`src/hw/rtl/id3tfx_pkg.sv`:
```
// ----------------------------------------------------------------------------
// ID3 text frame extractor package
// Shared result types, codes and constants for the tag parser.
// ----------------------------------------------------------------------------
package id3tfx_pkg;

	localparam int MAX_TEXT_DEF = 64;
	localparam int MAX_RES      = 4;
	localparam int RES_CNT_W    = $clog2(MAX_RES + 1);
	localparam int RES_IDX_W    = $clog2(MAX_RES);
	localparam int Q_DEPTH      = 2;

	localparam logic [31:0] FRAME_MAX = 32'd1024;
	localparam logic [7:0]  BOM_HI    = 8'hFF;
	localparam logic [7:0]  BOM_LO    = 8'hFE;
	localparam logic [7:0]  ENC_UTF16 = 8'h01;
	localparam logic [7:0]  SYNC_MASK = 8'h7F;

	localparam logic [31:0] ID_TIT2 = 32'h54495432;
	localparam logic [31:0] ID_TPE1 = 32'h54504531;
	localparam logic [31:0] ID_TCON = 32'h54434F4E;

	typedef logic [1:0] kind_t;
	localparam kind_t KIND_TEXT    = 2'd0;
	localparam kind_t KIND_COMMIT  = 2'd1;
	localparam kind_t KIND_DISCARD = 2'd2;
	localparam kind_t KIND_FINISH  = 2'd3;

	typedef logic [1:0] field_t;
	localparam field_t FIELD_TITLE  = 2'd0;
	localparam field_t FIELD_ARTIST = 2'd1;
	localparam field_t FIELD_GENRE  = 2'd2;

	typedef struct packed {
		kind_t       kind;
		field_t      field;
		logic [7:0]  ch;
	} result_t;

	typedef struct packed {
		logic [RES_CNT_W-1:0]  cnt;
		result_t [MAX_RES-1:0] res;
	} bundle_t;

	typedef struct packed {
		logic hit;
		field_t field;
	} frame_match_t;

	function automatic logic [7:0] magic_byte(input logic [1:0] idx);
		logic [7:0] m;
		unique case (idx)
			2'd0: m = 8'h49;
			2'd1: m = 8'h44;
			default: m = 8'h33;
		endcase
		return m;
	endfunction

	function automatic frame_match_t match_frame(input logic [31:0] id);
		frame_match_t r;
		r = '{hit: 1'b0, field: FIELD_TITLE};
		priority if (id == ID_TIT2) r = '{hit: 1'b1, field: FIELD_TITLE};
		else if (id == ID_TPE1) r = '{hit: 1'b1, field: FIELD_ARTIST};
		else if (id == ID_TCON) r = '{hit: 1'b1, field: FIELD_GENRE};
		else r = '{hit: 1'b0, field: FIELD_TITLE};
		return r;
	endfunction

endpackage

```
`src/hw/rtl/id3tfx_front.sv`:
```
// ----------------------------------------------------------------------------
// ID3 text frame extractor front end
// Parses one file byte per beat and turns it into a bundle of results.
// ----------------------------------------------------------------------------
module id3tfx_front #(
	parameter int MAX_TEXT = id3tfx_pkg::MAX_TEXT_DEF
) (
	input  logic                 clk,
	input  logic                 arst_n,
	input  logic                 take,
	input  logic [7:0]           data_byte,
	input  logic                 first_byte,
	input  logic                 final_byte,
	output id3tfx_pkg::bundle_t  bnd
);

	localparam int CC_W = $clog2(MAX_TEXT);
	localparam logic [CC_W-1:0] CC_LIM = CC_W'(MAX_TEXT - 1);

	typedef enum logic [2:0] {
		PH_HDR,
		PH_FHDR,
		PH_BODY,
		PH_SKIP,
		PH_DONE
	} phase_t;

	phase_t              phase_q, ph, ph_n;
	logic [3:0]          bidx_q, bi, bi_n;
	logic [7:0]          ver_q, ver_n;
	logic [27:0]         tsize_q, ts_n;
	logic [28:0]         tend_q, tend_n;
	logic [31:0]         fpos_q, fpos_n;
	logic [7:0]          hdr_q [8];
	logic [7:0]          hdr_n [8];
	logic [31:0]         rem_q, rem_n;
	logic [1:0]          bcnt_q, bcnt_n;
	id3tfx_pkg::field_t  field_q, field_n;
	logic                off3_q, off3_n;
	logic                gt3_q, gt3_n;
	logic [CC_W-1:0]     cc_q, cc_n;

	logic [31:0]                       fsz;
	logic [32:0]                       pos;
	logic [31:0]                       pos_sat;
	id3tfx_pkg::frame_match_t          fm;
	logic [id3tfx_pkg::RES_CNT_W-1:0]  n;
	id3tfx_pkg::result_t [id3tfx_pkg::MAX_RES-1:0] res;
	logic        dis_first, commit, fin_now, fdone, done_hit;
	logic [1:0]  tcnt;
	logic [7:0]  tb [2];

	always_comb begin
		if (ver_q >= 8'd4) begin
			fsz = {4'd0, hdr_q[4][6:0], hdr_q[5][6:0], hdr_q[6][6:0], hdr_q[7][6:0]};
		end else begin
			fsz = {hdr_q[4], hdr_q[5], hdr_q[6], hdr_q[7]};
		end
		pos = {1'b0, fpos_q} + 33'd10 + {1'b0, fsz};
		pos_sat = pos[32] ? '1 : pos[31:0];
		fm = id3tfx_pkg::match_frame({hdr_q[0], hdr_q[1], hdr_q[2], hdr_q[3]});
	end

	always_comb begin
		ver_n = ver_q;
		ts_n = tsize_q;
		tend_n = tend_q;
		fpos_n = fpos_q;
		hdr_n = hdr_q;
		rem_n = rem_q;
		bcnt_n = bcnt_q;
		field_n = field_q;
		off3_n = off3_q;
		gt3_n = gt3_q;
		cc_n = cc_q;
		n = '0;
		res = '0;
		commit = 1'b0;
		fin_now = 1'b0;
		fdone = 1'b0;
		done_hit = 1'b0;
		tcnt = 2'd0;
		tb[0] = data_byte;
		tb[1] = data_byte;
		dis_first = first_byte && (phase_q == PH_BODY);
		ph = first_byte ? PH_HDR : phase_q;
		bi = first_byte ? 4'd0 : bidx_q;
		ph_n = ph;
		bi_n = bi;

		unique case (ph)
			PH_HDR: begin
				if (bi < 4'd3 && data_byte != id3tfx_pkg::magic_byte(bi[1:0])) begin
					fin_now = 1'b1;
				end else begin
					if (bi == 4'd3) ver_n = data_byte;
					if (bi >= 4'd6) ts_n = {tsize_q[20:0], data_byte[6:0]};
					bi_n = bi + 4'd1;
					if (bi == 4'd9) begin
						fpos_n = 32'd10;
						tend_n = {1'b0, ts_n} + 29'd10;
						if (ts_n == '0) begin
							fin_now = 1'b1;
						end else begin
							ph_n = PH_FHDR;
							bi_n = 4'd0;
						end
					end
				end
			end
			PH_FHDR: begin
				if (bi == 4'd0 && data_byte == 8'd0) begin
					fin_now = 1'b1;
				end else begin
					if (bi < 4'd8) hdr_n[bi[2:0]] = data_byte;
					bi_n = bi + 4'd1;
					if (bi == 4'd9) begin
						fpos_n = pos_sat;
						rem_n = fsz;
						bcnt_n = 2'd0;
						if (fsz == '0) begin
							fdone = 1'b1;
							done_hit = ({3'd0, tend_q} <= pos_sat);
						end else if (fsz > id3tfx_pkg::FRAME_MAX || !fm.hit) begin
							ph_n = PH_SKIP;
						end else begin
							ph_n = PH_BODY;
							field_n = fm.field;
							cc_n = '0;
							off3_n = 1'b0;
							gt3_n = (fsz > 32'd3);
						end
					end
				end
			end
			PH_BODY: begin
				priority if (bcnt_q == 2'd0) begin
					off3_n = (data_byte == id3tfx_pkg::ENC_UTF16) && gt3_q;
				end else if (bcnt_q == 2'd1 && off3_q) begin
					if (data_byte != id3tfx_pkg::BOM_HI) begin
						off3_n = 1'b0;
						tcnt = 2'd1;
					end
				end else if (bcnt_q == 2'd2 && off3_q) begin
					if (data_byte != id3tfx_pkg::BOM_LO) begin
						off3_n = 1'b0;
						tcnt = 2'd2;
						tb[0] = id3tfx_pkg::BOM_HI;
					end
				end else begin
					tcnt = 2'd1;
				end
				rem_n = rem_q - 32'd1;
				if (bcnt_q != 2'd3) bcnt_n = bcnt_q + 2'd1;
				if (rem_q == 32'd1) begin
					commit = 1'b1;
					fdone = 1'b1;
					done_hit = ({3'd0, tend_q} <= fpos_q);
				end
			end
			PH_SKIP: begin
				rem_n = rem_q - 32'd1;
				if (rem_q == 32'd1) begin
					fdone = 1'b1;
					done_hit = ({3'd0, tend_q} <= fpos_q);
				end
			end
			PH_DONE: begin
			end
			default: begin
			end
		endcase

		if (fdone) begin
			if (done_hit) begin
				fin_now = 1'b1;
			end else begin
				ph_n = PH_FHDR;
				bi_n = 4'd0;
			end
		end
		if (fin_now) ph_n = PH_DONE;

		if (dis_first) begin
			res[n[id3tfx_pkg::RES_IDX_W-1:0]] =
				'{kind: id3tfx_pkg::KIND_DISCARD, field: field_q, ch: 8'd0};
			n = n + 1'b1;
		end
		for (int k = 0; k < 2; k++) begin
			if (2'(k) < tcnt && cc_n < CC_LIM) begin
				cc_n = cc_n + 1'b1;
				if (tb[k] != 8'd0) begin
					res[n[id3tfx_pkg::RES_IDX_W-1:0]] =
						'{kind: id3tfx_pkg::KIND_TEXT, field: field_q, ch: tb[k]};
					n = n + 1'b1;
				end
			end
		end
		if (commit) begin
			res[n[id3tfx_pkg::RES_IDX_W-1:0]] =
				'{kind: id3tfx_pkg::KIND_COMMIT, field: field_q, ch: 8'd0};
			n = n + 1'b1;
		end
		if (fin_now) begin
			res[n[id3tfx_pkg::RES_IDX_W-1:0]] =
				'{kind: id3tfx_pkg::KIND_FINISH, field: id3tfx_pkg::FIELD_TITLE, ch: 8'd0};
			n = n + 1'b1;
		end
		if (final_byte && ph_n != PH_DONE) begin
			if (ph_n == PH_BODY) begin
				res[n[id3tfx_pkg::RES_IDX_W-1:0]] =
					'{kind: id3tfx_pkg::KIND_DISCARD, field: field_n, ch: 8'd0};
				n = n + 1'b1;
			end
			res[n[id3tfx_pkg::RES_IDX_W-1:0]] =
				'{kind: id3tfx_pkg::KIND_FINISH, field: id3tfx_pkg::FIELD_TITLE, ch: 8'd0};
			n = n + 1'b1;
			ph_n = PH_DONE;
		end

		bnd.cnt = n;
		bnd.res = res;
	end

	always_ff @(posedge clk or negedge arst_n) begin
		if (!arst_n) begin
			phase_q <= PH_HDR;
			bidx_q <= 4'd0;
			ver_q <= 8'd0;
			tsize_q <= '0;
			tend_q <= '0;
			fpos_q <= 32'd10;
			hdr_q <= '{default: 8'd0};
			rem_q <= '0;
			bcnt_q <= 2'd0;
			field_q <= id3tfx_pkg::FIELD_TITLE;
			off3_q <= 1'b0;
			gt3_q <= 1'b0;
			cc_q <= '0;
		end else if (take) begin
			phase_q <= ph_n;
			bidx_q <= bi_n;
			ver_q <= ver_n;
			tsize_q <= ts_n;
			tend_q <= tend_n;
			fpos_q <= fpos_n;
			hdr_q <= hdr_n;
			rem_q <= rem_n;
			bcnt_q <= bcnt_n;
			field_q <= field_n;
			off3_q <= off3_n;
			gt3_q <= gt3_n;
			cc_q <= cc_n;
		end
	end

endmodule

```
`src/hw/rtl/id3tfx_queue.sv`:
```
// ----------------------------------------------------------------------------
// ID3 text frame extractor bundle queue
// Short FIFO of result bundles between the parser and the output serializer.
// ----------------------------------------------------------------------------
module id3tfx_queue (
	input  logic                 clk,
	input  logic                 arst_n,
	input  logic                 push,
	input  id3tfx_pkg::bundle_t  wdata,
	output logic                 full,
	input  logic                 pop,
	output logic                 nonempty,
	output id3tfx_pkg::bundle_t  rdata
);

	localparam int PTR_W = (id3tfx_pkg::Q_DEPTH > 1) ? $clog2(id3tfx_pkg::Q_DEPTH) : 1;
	localparam int CNT_W = $clog2(id3tfx_pkg::Q_DEPTH + 1);
	localparam logic [PTR_W-1:0] PTR_LAST = PTR_W'(id3tfx_pkg::Q_DEPTH - 1);
	localparam logic [CNT_W-1:0] CNT_FULL = CNT_W'(id3tfx_pkg::Q_DEPTH);

	id3tfx_pkg::bundle_t mem_q [id3tfx_pkg::Q_DEPTH];
	logic [PTR_W-1:0] wptr_q, rptr_q;
	logic [CNT_W-1:0] cnt_q;

	assign full = (cnt_q == CNT_FULL);
	assign nonempty = (cnt_q != '0);
	assign rdata = mem_q[rptr_q];

	always_ff @(posedge clk) begin
		if (push) mem_q[wptr_q] <= wdata;
	end

	always_ff @(posedge clk or negedge arst_n) begin
		if (!arst_n) begin
			wptr_q <= '0;
			rptr_q <= '0;
			cnt_q <= '0;
		end else begin
			if (push) wptr_q <= (wptr_q == PTR_LAST) ? '0 : wptr_q + 1'b1;
			if (pop) rptr_q <= (rptr_q == PTR_LAST) ? '0 : rptr_q + 1'b1;
			if (push && !pop) cnt_q <= cnt_q + 1'b1;
			else if (pop && !push) cnt_q <= cnt_q - 1'b1;
		end
	end

endmodule

```
`src/hw/rtl/id3tfx_back.sv`:
```
// ----------------------------------------------------------------------------
// ID3 text frame extractor back end
// Serializes the head bundle onto the result channel, one result per beat.
// ----------------------------------------------------------------------------
module id3tfx_back (
	input  logic                 clk,
	input  logic                 arst_n,
	input  logic                 head_valid,
	input  id3tfx_pkg::bundle_t  head,
	output logic                 pop,
	output logic                 result_valid,
	input  logic                 result_ready,
	output id3tfx_pkg::kind_t    kind,
	output id3tfx_pkg::field_t   field_id,
	output logic [7:0]           text_char,
	output logic                 run_end
);

	logic [id3tfx_pkg::RES_IDX_W-1:0] idx_q;
	id3tfx_pkg::result_t sel;
	logic beat;

	assign sel = head.res[idx_q];
	assign result_valid = head_valid;
	assign kind = sel.kind;
	assign field_id = sel.field;
	assign text_char = sel.ch;
	assign run_end = ({1'b0, idx_q} + 1'b1) == head.cnt;
	assign beat = result_valid && result_ready;
	assign pop = beat && run_end;

	always_ff @(posedge clk or negedge arst_n) begin
		if (!arst_n) begin
			idx_q <= '0;
		end else if (beat) begin
			idx_q <= run_end ? '0 : idx_q + 1'b1;
		end
	end

endmodule

```
`src/hw/rtl/id3v2_text_frame_extractor.sv`:
```
// ----------------------------------------------------------------------------
// ID3v2 text frame extractor
// Parses the ID3v2 tag of a byte stream and emits title, artist and genre text.
// ----------------------------------------------------------------------------
// Each byte's results are registered in the queue and reach the result port
// once the earlier bundles are delivered. Throughput: one byte per cycle; a
// byte with k results takes k beats of the result port, and the two-bundle
// queue stalls the input when it is full. Reset is asynchronous: the parser
// waits for a tag header and the queue is empty.
module id3v2_text_frame_extractor #(
	parameter int MAX_TEXT = id3tfx_pkg::MAX_TEXT_DEF
) (
	input  logic                clk,
	input  logic                arst_n,
	input  logic                byte_valid,
	output logic                byte_ready,
	input  logic [7:0]          data_byte,
	input  logic                first_byte,
	input  logic                final_byte,
	output logic                result_valid,
	input  logic                result_ready,
	output id3tfx_pkg::kind_t   kind,
	output id3tfx_pkg::field_t  field_id,
	output logic [7:0]          text_char,
	output logic                run_end
);

	id3tfx_pkg::bundle_t bnd, head;
	logic take, full, nonempty, pop;

	assign byte_ready = !full;
	assign take = byte_valid && byte_ready;

	id3tfx_front #(
		.MAX_TEXT(MAX_TEXT)
	) u_front (
		.clk(clk),
		.arst_n(arst_n),
		.take(take),
		.data_byte(data_byte),
		.first_byte(first_byte),
		.final_byte(final_byte),
		.bnd(bnd)
	);

	id3tfx_queue u_queue (
		.clk(clk),
		.arst_n(arst_n),
		.push(take && (bnd.cnt != '0)),
		.wdata(bnd),
		.full(full),
		.pop(pop),
		.nonempty(nonempty),
		.rdata(head)
	);

	id3tfx_back u_back (
		.clk(clk),
		.arst_n(arst_n),
		.head_valid(nonempty),
		.head(head),
		.pop(pop),
		.result_valid(result_valid),
		.result_ready(result_ready),
		.kind(kind),
		.field_id(field_id),
		.text_char(text_char),
		.run_end(run_end)
	);

	a_finish_last: assert property (@(posedge clk) disable iff (!arst_n)
		result_valid && kind == id3tfx_pkg::KIND_FINISH |-> run_end)
		else $error("tag finished result is not the last of its byte");

	a_field_range: assert property (@(posedge clk) disable iff (!arst_n)
		result_valid |-> field_id != 2'd3)
		else $error("field id out of range");

	a_stall_cause: assert property (@(posedge clk) disable iff (!arst_n)
		!byte_ready |-> result_valid)
		else $error("input stalled with nothing to deliver");

	a_pop_on_end: assert property (@(posedge clk) disable iff (!arst_n)
		pop |-> result_ready && run_end)
		else $error("bundle released before its last result");

endmodule
```
`config.mk`:
```
export PLATFORM = sky130hd
export DESIGN_NAME = id3v2_text_frame_extractor
export DESIGN_NICKNAME = d
export VERILOG_FILES = /design/src/hw/rtl/id3tfx_pkg.sv /design/src/hw/rtl/id3tfx_front.sv /design/src/hw/rtl/id3tfx_queue.sv /design/src/hw/rtl/id3tfx_back.sv /design/src/hw/rtl/id3v2_text_frame_extractor.sv
export SDC_FILE = /design/constraint.sdc
export NUM_CORES = 1
export LEC_CHECK = 0
export ABC_AREA = 1
export BUFFER_PORTS_ARGS = -buffer_cell sky130_fd_sc_hd__buf_2
export CAP_MARGIN = 20
export CORE_UTILIZATION = 50
export CTS_CLUSTER_SIZE = 8
export DETAILED_ROUTE_END_ITERATION = 10
export PLACE_DENSITY = 0.74
export SLEW_MARGIN = 20
export SYNTH_ARGS = -nofsm -noshare
export SYNTH_HDL_FRONTEND = slang
export SYNTH_SLANG_ARGS = --single-unit
```
`constraint.sdc`:
```
create_clock -name clk -period 18.3 [get_ports clk]
set_clock_uncertainty 0.05 [all_clocks]
set_input_delay 3.66 -clock clk [delete_from_list [all_inputs] [get_ports clk]]
set_output_delay 3.66 -clock clk [all_outputs]
set_load 0.02 [all_outputs]
```
-- Word level (Yosys, flattened, before mapping)
Memories as Yosys holds them, arrays and structs flattened.
Cells that the tools add are included.
- equality and inequality tests: 32
- bitwise logic cells: 11
- multiplexer cells: 142
- order comparisons: 27
- add/sub/neg operators: 20
- reduce and logical (&&, ||, !) cells: 52
- operator list (operator ; count):
    $mux 48 ; 9
    $mux 32 ; 8
    $bwmux 48 ; 4
    $demux 12 s2 ; 6
    $pmux 32 s2 ; 2
    $eq 32x31->1 const B ; 3
    $mux 12 ; 8
    $mux 28 ; 3
    $and 40x40->40 ; 2
    $not 40->40 ; 2
    $mux 3 ; 23
    $bwmux 64 ; 1
    $le 29x32->1 ; 2
    $mux 8 ; 7
    $mux 6 ; 7
    $add 32x4->33 const B ; 1
    $add 33x32->33 ; 1
    $eq 32x1->1 const B ; 1
    $gt 32x11->1 const B ; 1
    $gt 32x2->1 const B ; 1
    $logic_not 32->1 ; 1
    $mux 2 ; 16
    $sub 32x1->32 const B ; 1
    $mux 1 ; 31
    64 further kinds ; 143
- logic and storage cells: 309
- RAM bits: 102
- register bits after elaboration: 218
- memories: 1
- memories (memory ; words ; width ; read ports ; clocked after memory_dff ; write ports ; RTL line ; text):
    u_queue.mem_q ; 2 ; 51 ; 1 ; 0 ; 1 ; id3tfx_queue.sv:21 ; id3tfx_pkg::bundle_t mem_q [id3tfx_pkg::Q_DEPTH];

-- Longest topological paths before layout
Gate-level depths: netlist (run 1).
- word-level depth: 32
- depth in mapped cells: 55
- gate-level depth less buffers: 53

-- By module
A second synthesis (run 1) with hierarchy kept.
- cells, all modules: 2643
- area total of the unflattened synthesis: 21485.6 µm²
- modules (own cells, without submodules) (module ; area an instance (µm²) ; seq. area each (µm²) ; times used ; cells each):
    id3tfx_front ; 16752.3 ; 5257.5 ; 1 ; 2357
    id3tfx_queue ; 4139.0 ; 3163.0 ; 1 ; 184
    id3tfx_back ; 564.3 ; 50.0 ; 1 ; 96
    id3v2_text_frame_extractor ; 30.0 ; 0.0 ; 1 ; 6

-- Least setup slack after synthesis (run 1)
No wires, ideal clock.
- kind: input to register
- start point: input port first_byte
- end point: memory u_queue.mem_q[1][0] in the netlist's numbering (enable)
- stages on the path: 44
- setup slack: 6352 ps
- arrival: 11438 ps
- cells stage by stage: nor2_1 -> ha_1 -> inv_1 -> nor3_2 -> inv_2 -> nor2_1 -> inv_1 -> nor2_2 -> nand2_4 -> inv_1 -> nor2_1 -> ha_1 -> nand2_1 -> nor3_1 -> nand3_2 -> nand2_2 -> buf_6 -> xnor2_1 -> (+8 left out) -> ha_1 -> nand2_1 -> nand2_2 -> ha_1 -> or2_2 -> nand2_2 -> ha_1 -> or2_2 -> o21ai_0 -> ha_1 -> nand2_1 -> nand2_1 -> nand2_1 -> nand2_1 -> nand2_1 -> nand2_1 -> nand2_1 -> nor2_1
- word-level cells in the longest chain between the ends: 24
- elaborated cells between the ends (all ways): 84
- those cells by class: add/sub: 7; order compare: 6; eq/ne: 8; mux: 49; reduce/logical: 14
- RTL lines (what ; RTL line ; text):
    start: declaration ; id3v2_text_frame_extractor.sv:18 ; input logic first_byte,
    $mux 4 ; id3tfx_front.sv:87 ; bi = first_byte ? 4'd0 : bidx_q;
    $eq 4x4->1 or $logic_not 4->1 (tied branches) ; id3tfx_front.sv:99, id3tfx_front.sv:117, id3tfx_front.sv:112 ;
    $mux 6 or $logic_and 1x1->1 (tied branches) ; id3tfx_front.sv:117, id3tfx_front.sv:112 ;
    $mux 6 ; id3tfx_front.sv:112 ; if (bi == 4'd0 && data_byte == 8'd0) begin
    $mux 6 ; id3tfx_front.sv:91 ; unique case (ph)
    $lt 6x6->1 ; id3tfx_front.sv:190 ; if (2'(k) < tcnt && cc_n < CC_LIM) begin
    $logic_and 1x1->1 ; id3tfx_front.sv:190 ;
    $mux 6 or $mux 3 (tied branches) ; id3tfx_front.sv:190 ;
    (+8 left out) ; n/a ;
    $mux 3 ; id3tfx_front.sv:210 ; if (ph_n == PH_BODY) begin
    $mux 3 ; id3tfx_front.sv:209 ; if (final_byte && ph_n != PH_DONE) begin
    $add 3x1->3 ; id3tfx_front.sv:217 ; n = n + 1'b1;
    $mux 3 * ; id3tfx_front.sv:209 ;
    $reduce_bool 3->1 * ; id3v2_text_frame_extractor.sv:49 ; .push(take && (bnd.cnt != '0)),
    $logic_and 1x1->1 * ; id3v2_text_frame_extractor.sv:49 ;
    $mux 1 * ; id3tfx_queue.sv:30 ; if (push) mem_q[wptr_q] <= wdata;
    $mux 1 (not written as such) * ; id3tfx_queue.sv:30 ;
    end: declaration ; id3tfx_queue.sv:21 ;
Mark *: on every way between the ends. The rest lies on a longest branch, timed or not. The select of a mux whose other input is x is not followed.

-- Worst setup path after layout (run 1)
- start point: input port first_byte
- end point: memory u_queue.mem_q[0][16] in the netlist's numbering (enable)
Same word-level chain as after synthesis.

==> results of run 1 <==
-- per-layer routing --
layer | vias to the layer above | part of all wire | GRT usage
met2 | 694 | 0.45 | 0.429
met5 | - | 0 | 0
met3 | 121 | 0.076 | 0.0439
met1 | 8569 | 0.45 | 0.394
li1 | 8784 | - | -
met4 | 0 | 0.029 | 0.0958
-- where the power goes --
part           internal [mW]  total (mW)  switching (mW)  leakage, nW
clock network          0.468       0.792           0.324        0.634
logic                  0.533        1.63            1.10         6.44
registers              0.867       0.946          0.0795         3.57
-- metrics by stage --
stage / utilization / cell area, sq um / setup slack [ps] / cells / hold slack, ps
floorplan: - / 20700 / 6350 / 2605 / 392
global placement: 0.521 / 21300 / 6680 / 3091 / 410
detailed placement: 0.521 / 21300 / 6500 / 3091 / 425
CTS: 0.554 / 22600 / 7090 / 3163 / 436
global route: 0.554 / 22600 / 6350 / 3163 / 455
finish: 0.554 / 22600 / 7020 / 3163 / 432
-- sequential cells by signal, summed over array words and instances, names as in the netlist --
| register | cells |
|---|---|
| u_front.cc_q | 6 |
| u_front.bcnt_q | 2 |
| u_front.tsize_q | 28 |
| u_back.idx_q | 2 |
| u_front.phase_q | 3 |
| u_front.off3_q | 1 |
| u_front.ver_q | 6 |
| u_queue.rptr_q | 1 |
| u_front.fpos_q | 32 |
| u_queue.cnt_q | 2 |
| u_front.rem_q | 32 |
| u_queue.wptr_q | 1 |
| u_front.tend_q | 29 |
| u_queue.mem_q | 102 |
| u_front.gt3_q | 1 |
| u_front.bidx_q | 4 |
| u_front.field_q | 2 |
| u_front.hdr_q | 64 |
-- critical path, delay by kind of cell --
| kind | cells | cell delay, ps |
|---|---|---|
| buffers and inverters | 8 | 1510 |
| AND/OR/NAND/NOR | 29 | 4180 |
| adder cells (fa/ha/maj) | 7 | 1730 |
| AO/OA/AOI/OAI | 1 | 160 |
-- cell type report --
cell class	instances	area, sq um
Clock inverter	4	78.8
Clock buffer	68	1240
Timing Repair Buffer	44	270
Multi-Input combinational cell	1872	10700
Sequential cell	318	8470
Inverter	325	1220
Fill cell	3681	18200
Tap cell	532	666
-- synthesized netlist by cell type, drive strengths merged, types with 2 or more instances --
cell type,n
inv,321
o211ai,8
and2,2
o21ai,278
nand3,108
clkbuf,70
clkinv,4
or2,3
ha,153
edfxtp,102
xnor2,16
and3,2
nor3,73
a211oi,8
a31oi,16
a21o,2
nor4,20
o41ai,3
dfrtp,214
a21boi,6
xor2,60
a22o,3
buf,20
dfstp,2
nor2,302
o31ai,4
o21bai,6
nand3b,2
o22ai,52
a32o,3
a21oi,112
o221ai,5
nand4,53
mux2,18
a22oi,4
o21a,18
nand2,517
o2111ai,7
-- logic make-up (layout without fill, tap and decap cells) --
logic type / count (synthesis) / count (layout) / share of synthesized area
AO/OA/AOI/OAI: 539 / 539 / 0.148
flip-flops: 318 / 318 / 0.409
AND/OR/NAND/NOR: 1084 / 1084 / 0.229
multiplexers: 19 / 19 / 0.0103
adder cells (fa/ha/maj): 154 / 154 / 0.0933
XOR/XNOR: 76 / 76 / 0.0321
buffers and inverters: 415 / 441 / 0.0781
-- worst max path at each step --
stage	endpoint	slack [ps]	cells after the start
2_1_floorplan	u_queue.mem_q[1][0]$_DFFE_PP_	6350	44
3_3_place_gp	u_queue.mem_q[0][25]$_DFFE_PP_	6680	46
3_5_place_dp	u_queue.mem_q[0][25]$_DFFE_PP_	6500	46
4_1_cts	u_queue.mem_q[0][4]$_DFFE_PP_	7090	46
5_1_grt	u_queue.mem_q[0][2]$_DFFE_PP_	6350	45
6_report	u_queue.mem_q[0][16]$_DFFE_PP_	7020	45
==> results.py, run 1 <==
metrics = {
    "routing": {
        "via_per_inst": 5.74,
        "vias": 18200,
        "drc": 0,
        "postRouteAntennaNets": 0,
        "drt_pass1_iterations": 6,
        "drt-initial-drc-count": 1779,
        "drt_wl_total_mm": 57.7,
        "routedWlPerCell_microns": 18.2,
    },
    "outcome": {
        "status": "completed",
    },
    "yosys": {
        "ys_seq_area_frac": 0.409,
        "syn_nets": 2773,
        "synth_flop_cell": "dfrtp_1",
        "yosys.area.top_type": "dfrtp_1",
        "synth_seq_cells": 318,
        "async_flop_share": 0.679,
        "synth.area.top_cells": "dfrtp_1 (26%), edfxtp_1 (15%), ha_1 (9.2%), nand2_1 (9.0%), o21ai_0 (6.4%)",
        "avgSynthCellArea_sq_um": 7.96,
        "synthCells": 2605,
        "yosysWarningCount": 0,
        "netlist_area_sq_um": 20700,
        "synth_edf_count": 102,
        "synth_top_area_share": 0.258,
        "yosysUniqueCellTypes": 66,
    },
    "clocking": {
        "tritoncts": "yes",
        "path_clk_slew_ps": 50,
        "cts.sinks": 318,
        "cts_setup_buffers": 0,
        "cts_max_level": 2,
        "clk_latency_ps": 600,
        "cts-buffers-inserted": 46,
        "root_buffer": "clkbuf_16",
        "cts_resized": 0,
        "postCtsHoldBufs": 0,
        "cts_buffer_depth": 3,
    },
    "die": {
        "start_util": 0.508,
        "core_area_sq_um": 40800,
        "num_rows": 74,
        "fp.dieW_microns": 206,
        "fp.dieH_microns": 206,
        "io_pins": 29,
        "die-area_sq_um": 42300,
    },
    "timing": {
        "finalHoldViolCount": 0,
        "finalSetupViolCount": 0,
        "final.period_utilization": 0.617,
        "setup_tns_ps": 0,
        "clock.fmax_mhz": 88.6,
        "tightest_slew_ps": 1090,
        "min_period_ps": 11280,
        "maxSlewViolCount": 0,
        "max_slew_margin": 0.269,
        "grt_setup_unrepaired": "false",
    },
    "min_path": {
        "hp-class": "reg2reg",
        "hp-start": "u_queue.cnt_q[0]$_DFFE_PN0P_",
        "hold_depth": 1,
        "min_to": "u_queue.cnt_q[0]$_DFFE_PN0P_",
    },
    "worst_setup_path": {
        "crit_path_start": "first_byte",
        "end_kind": "flop",
        "crit_path_frequent_cell": "nand2_1",
        "worstReg2RegEnd": "u_queue.mem_q[0][16]$_DFFE_PP_",
        "worst-endpoint-required_ps": 18320,
        "crit_slowest_cell": "clkinv_2",
        "crit_arrival_ps": 11300,
        "crit_path_max_fanout": 51,
        "r2r_start": "u_front.ver_q[3]$_DFFE_PN0P_",
        "critPathMaxStageDelay_ps": 670,
        "crit_type": "in2reg",
        "cp-start-kind": "input port",
        "reg2reg_depth": 47,
        "r2r_slack_ps": 8380,
    },
    "power_and_ir_drop": {
        "power_leakage_nw": 10.6,
        "total_power_mw": 3.37,
        "p_per_area_nw_per_um2": 149,
        "irDropWorstVdd_uv": 103,
    },
    "place": {
        "dp_hpwl_mm": 41.5,
        "io_buffers": 28,
        "gp_congestion": 0.956,
    },
    "final_layout": {
        "drive_gt1_frac": 0.0753,
        "final_common_cell": "nand2_1",
        "area_growth_pct": 9.16,
        "final_cell_mix": "nand2_1 (497), inv_1 (311), nor2_1 (278)",
        "nNetsFinal": 2775,
        "diodes": 0,
    },
    "global_route": {
        "grt_pass1_vias": 17300,
        "grt_max_degree": 105,
        "grt_util_all_layers": 0.278,
        "grt.overflow.total": 0,
        "antenna_found_initial": 1,
        "grt_pass1_wl_mm": 91.8,
    },
    "job": {
        "drv.max_cap_violation_count": 0,
    },
}
Power figures use the tool's default switching activity.
==> inputs of run 2 (changes only) <==
PLACE_DENSITY = 0.76   (was 0.74)
clock period = 10.3 ns   (was 18.3 ns; I/O delays follow)
==> run 2 against run 1 <==
  * Sequential cell count stayed put
  * Cell area is 0.39% higher
  * Non-clock buffer count is 9 higher
  * Worst setup slack worse by 6100 ps
  * Register-to-register slack worse by 7500 ps
  * Power is 78% higher
  * First-iteration DRC count is 17% lower
  * Sequential share of layout area is 0.15 points lower
  * Clock power is 77% higher
  * Cell count is 0.38% higher
  * Die area stayed put
  * Global-route usage is 0.086 points lower
  * Critical path type is now reg2reg
  * Critical endpoint is now u_queue.cnt_q[1]$_DFFE_PN0P_
  * Largest cell class unchanged
==> results.py, run 2 (synthesized netlist as in run 1, its figures left out) <==
metrics = {
    "global_route": {
        "met1_usage": 0.378,
        "grt.met3_usage": 0.0565,
        "gr-usage-met2": 0.429,
        "antenna_found_initial": 5,
        "busiest_layer": "met2",
        "grt_pass1_vias": 17200,
        "grt_pass1_wl_mm": 91.3,
        "grt.overflow.total": 0,
        "grt_util_all_layers": 0.277,
        "grt_max_degree": 75,
    },
    "die": {
        "fp.dieH_microns": 206,
        "die-area_sq_um": 42300,
        "start_util": 0.508,
        "fp.dieW_microns": 206,
        "num_rows": 74,
        "io_pins": 29,
        "core_area_sq_um": 40800,
    },
    "final_layout": {
        "diodes": 0,
        "drive_gt1_frac": 0.0776,
        "final_cell_mix": "nand2_1 (497), inv_1 (311), nor2_1 (278)",
        "final_common_cell": "nand2_1",
        "reg.largest.list": "u_queue.mem_q: 102 flops, u_front.hdr_q: 64 flops",
        "fin_cells": 3175,
        "top_register": "u_queue.mem_q",
        "nNetsFinal": 2784,
        "area_growth_pct": 9.59,
        "largest_register_ff_count": 102,
    },
    "place": {
        "gp_congestion": 0.942,
        "dp.cells": 3099,
        "dp_hpwl_mm": 42.2,
        "io_buffers": 28,
    },
    "worst_setup_path": {
        "worstReg2RegEnd": "u_queue.cnt_q[1]$_DFFE_PN0P_",
        "r2r_start": "u_front.ver_q[3]$_DFFE_PN0P_",
        "crit_slowest_cell": "nand2_1",
        "cp.depth": 51,
        "critPathBufInv": 6,
        "crit_path_frequent_cell": "nand2_1",
        "crit_path_max_fanout": 30,
        "cp_top_family": "simple AND/OR/NAND/NOR gates",
        "reg2reg_depth": 51,
        "crit_type": "reg2reg",
        "end_kind": "flop",
        "critPathMaxStageDelay_ps": 710,
        "cp-start-kind": "flop",
        "crit_arrival_ps": 9780,
        "worst-endpoint-required_ps": 10710,
        "r2r_slack_ps": 920,
    },
    "timing": {
        "min_period_ps": 9380,
        "max_slew_margin": 0.221,
        "maxSlewViolCount": 0,
        "grt_setup_unrepaired": "false",
        "final.period_utilization": 0.910,
        "clock.fmax_mhz": 107,
        "finalHoldViolCount": 0,
        "tightest_slew_ps": 1160,
        "finalSetupViolCount": 0,
        "setup_tns_ps": 0,
    },
    "power_and_ir_drop": {
        "power.share.clock": 0.234,
        "irDropWorstVdd_uv": 166,
        "comb_power_share": 0.488,
        "p_int_mw": 3.33,
        "p_per_area_nw_per_um2": 264,
        "p_seq_frac": 0.277,
        "switchingPower_mw": 2.67,
        "power_leakage_nw": 10.7,
        "swShare": 0.445,
    },
    "routing": {
        "drc": 0,
        "drt_pass1_iterations": 6,
        "routedWlPerCell_microns": 18.2,
        "vias": 18200,
        "postRouteAntennaNets": 0,
        "drt_wl_total_mm": 57.9,
        "via_per_inst": 5.73,
        "drt-initial-drc-count": 1483,
    },
    "clocking": {
        "cts_resized": 0,
        "cts_buffer_depth": 3,
        "cts_max_level": 2,
        "cts_setup_buffers": 0,
        "root_buffer": "clkbuf_16",
        "path_clk_slew_ps": 50,
        "cts-buffers-inserted": 46,
        "tritoncts": "yes",
        "cts.sinks": 318,
        "clk_latency_ps": 580,
        "postCtsHoldBufs": 0,
    },
    "job": {
        "drv.max_cap_violation_count": 0,
    },
    "outcome": {
        "status": "completed",
    },
    "min_path": {
        "hp-start": "u_front.tend_q[0]$_DFFE_PN0P_",
        "min_to": "u_front.tend_q[0]$_DFFE_PN0P_",
        "hp-class": "reg2reg",
        "hold_depth": 2,
    },
}
## run 2: layout make-up
cell class | count | area, sq um
Sequential cell | 318 | 8470
Clock inverter | 4 | 63.8
Multi-Input combinational cell | 1872 | 10700
Fill cell | 3677 | 18100
Timing Repair Buffer | 53 | 370
Inverter | 325 | 1220
Clock buffer | 71 | 1250
Tap cell | 532 | 666
## run 2: per-stage QoR
stage          power [mW]  utilization  worst slack [ps]  instance area (sq um)  hold slack, ps
4_1_cts              5.97        0.556              1020                  22700             437
2_1_floorplan        3.77            -               802                  20700             392
3_3_place_gp         4.46        0.523               926                  21400             408
3_5_place_dp         4.54        0.523               743                  21400             425
5_1_grt              6.42        0.556               203                  22700             459
6_report             6.00        0.556               923                  22700             433
## run 2: power groups by stage
stage	sequential, mW	clock (mW)	combinational [mW]
detailed placement	1.68	0	2.86
CTS	1.66	1.42	2.89
global placement	1.67	0	2.79
global route	1.68	1.48	3.26
finish	1.66	1.40	2.93
floorplan	1.64	0	2.12
## run 2: how the worst max path moves through the flow
stage	endpoint	startpoint
2_1_floorplan	u_queue.mem_q[1][0]$_DFFE_PP_	first_byte
3_3_place_gp	u_queue.cnt_q[1]$_DFFE_PN0P_	first_byte
3_5_place_dp	u_queue.cnt_q[1]$_DFFE_PN0P_	first_byte
4_1_cts	u_queue.cnt_q[1]$_DFFE_PN0P_	u_front.ver_q[3]$_DFFE_PN0P_
5_1_grt	u_queue.cnt_q[1]$_DFFE_PN0P_	u_front.ver_q[6]$_DFFE_PN0P_
6_report	u_queue.cnt_q[1]$_DFFE_PN0P_	u_front.ver_q[3]$_DFFE_PN0P_
## run 2: tightest hold or removal path, delay by kind of cell, from the launching register on
kind,cells,cell delay [ps]
AO/OA/AOI/OAI,1,60
AND/OR/NAND/NOR,1,50
flip-flops,1,340
## run 2: metal layers
metal / vias up / part of all wire
li1: 8806 / -
met1: 8603 / 0.44
met2: 655 / 0.44
met3: 134 / 0.081
met4: 4 / 0.034
met5: - / 0.00040
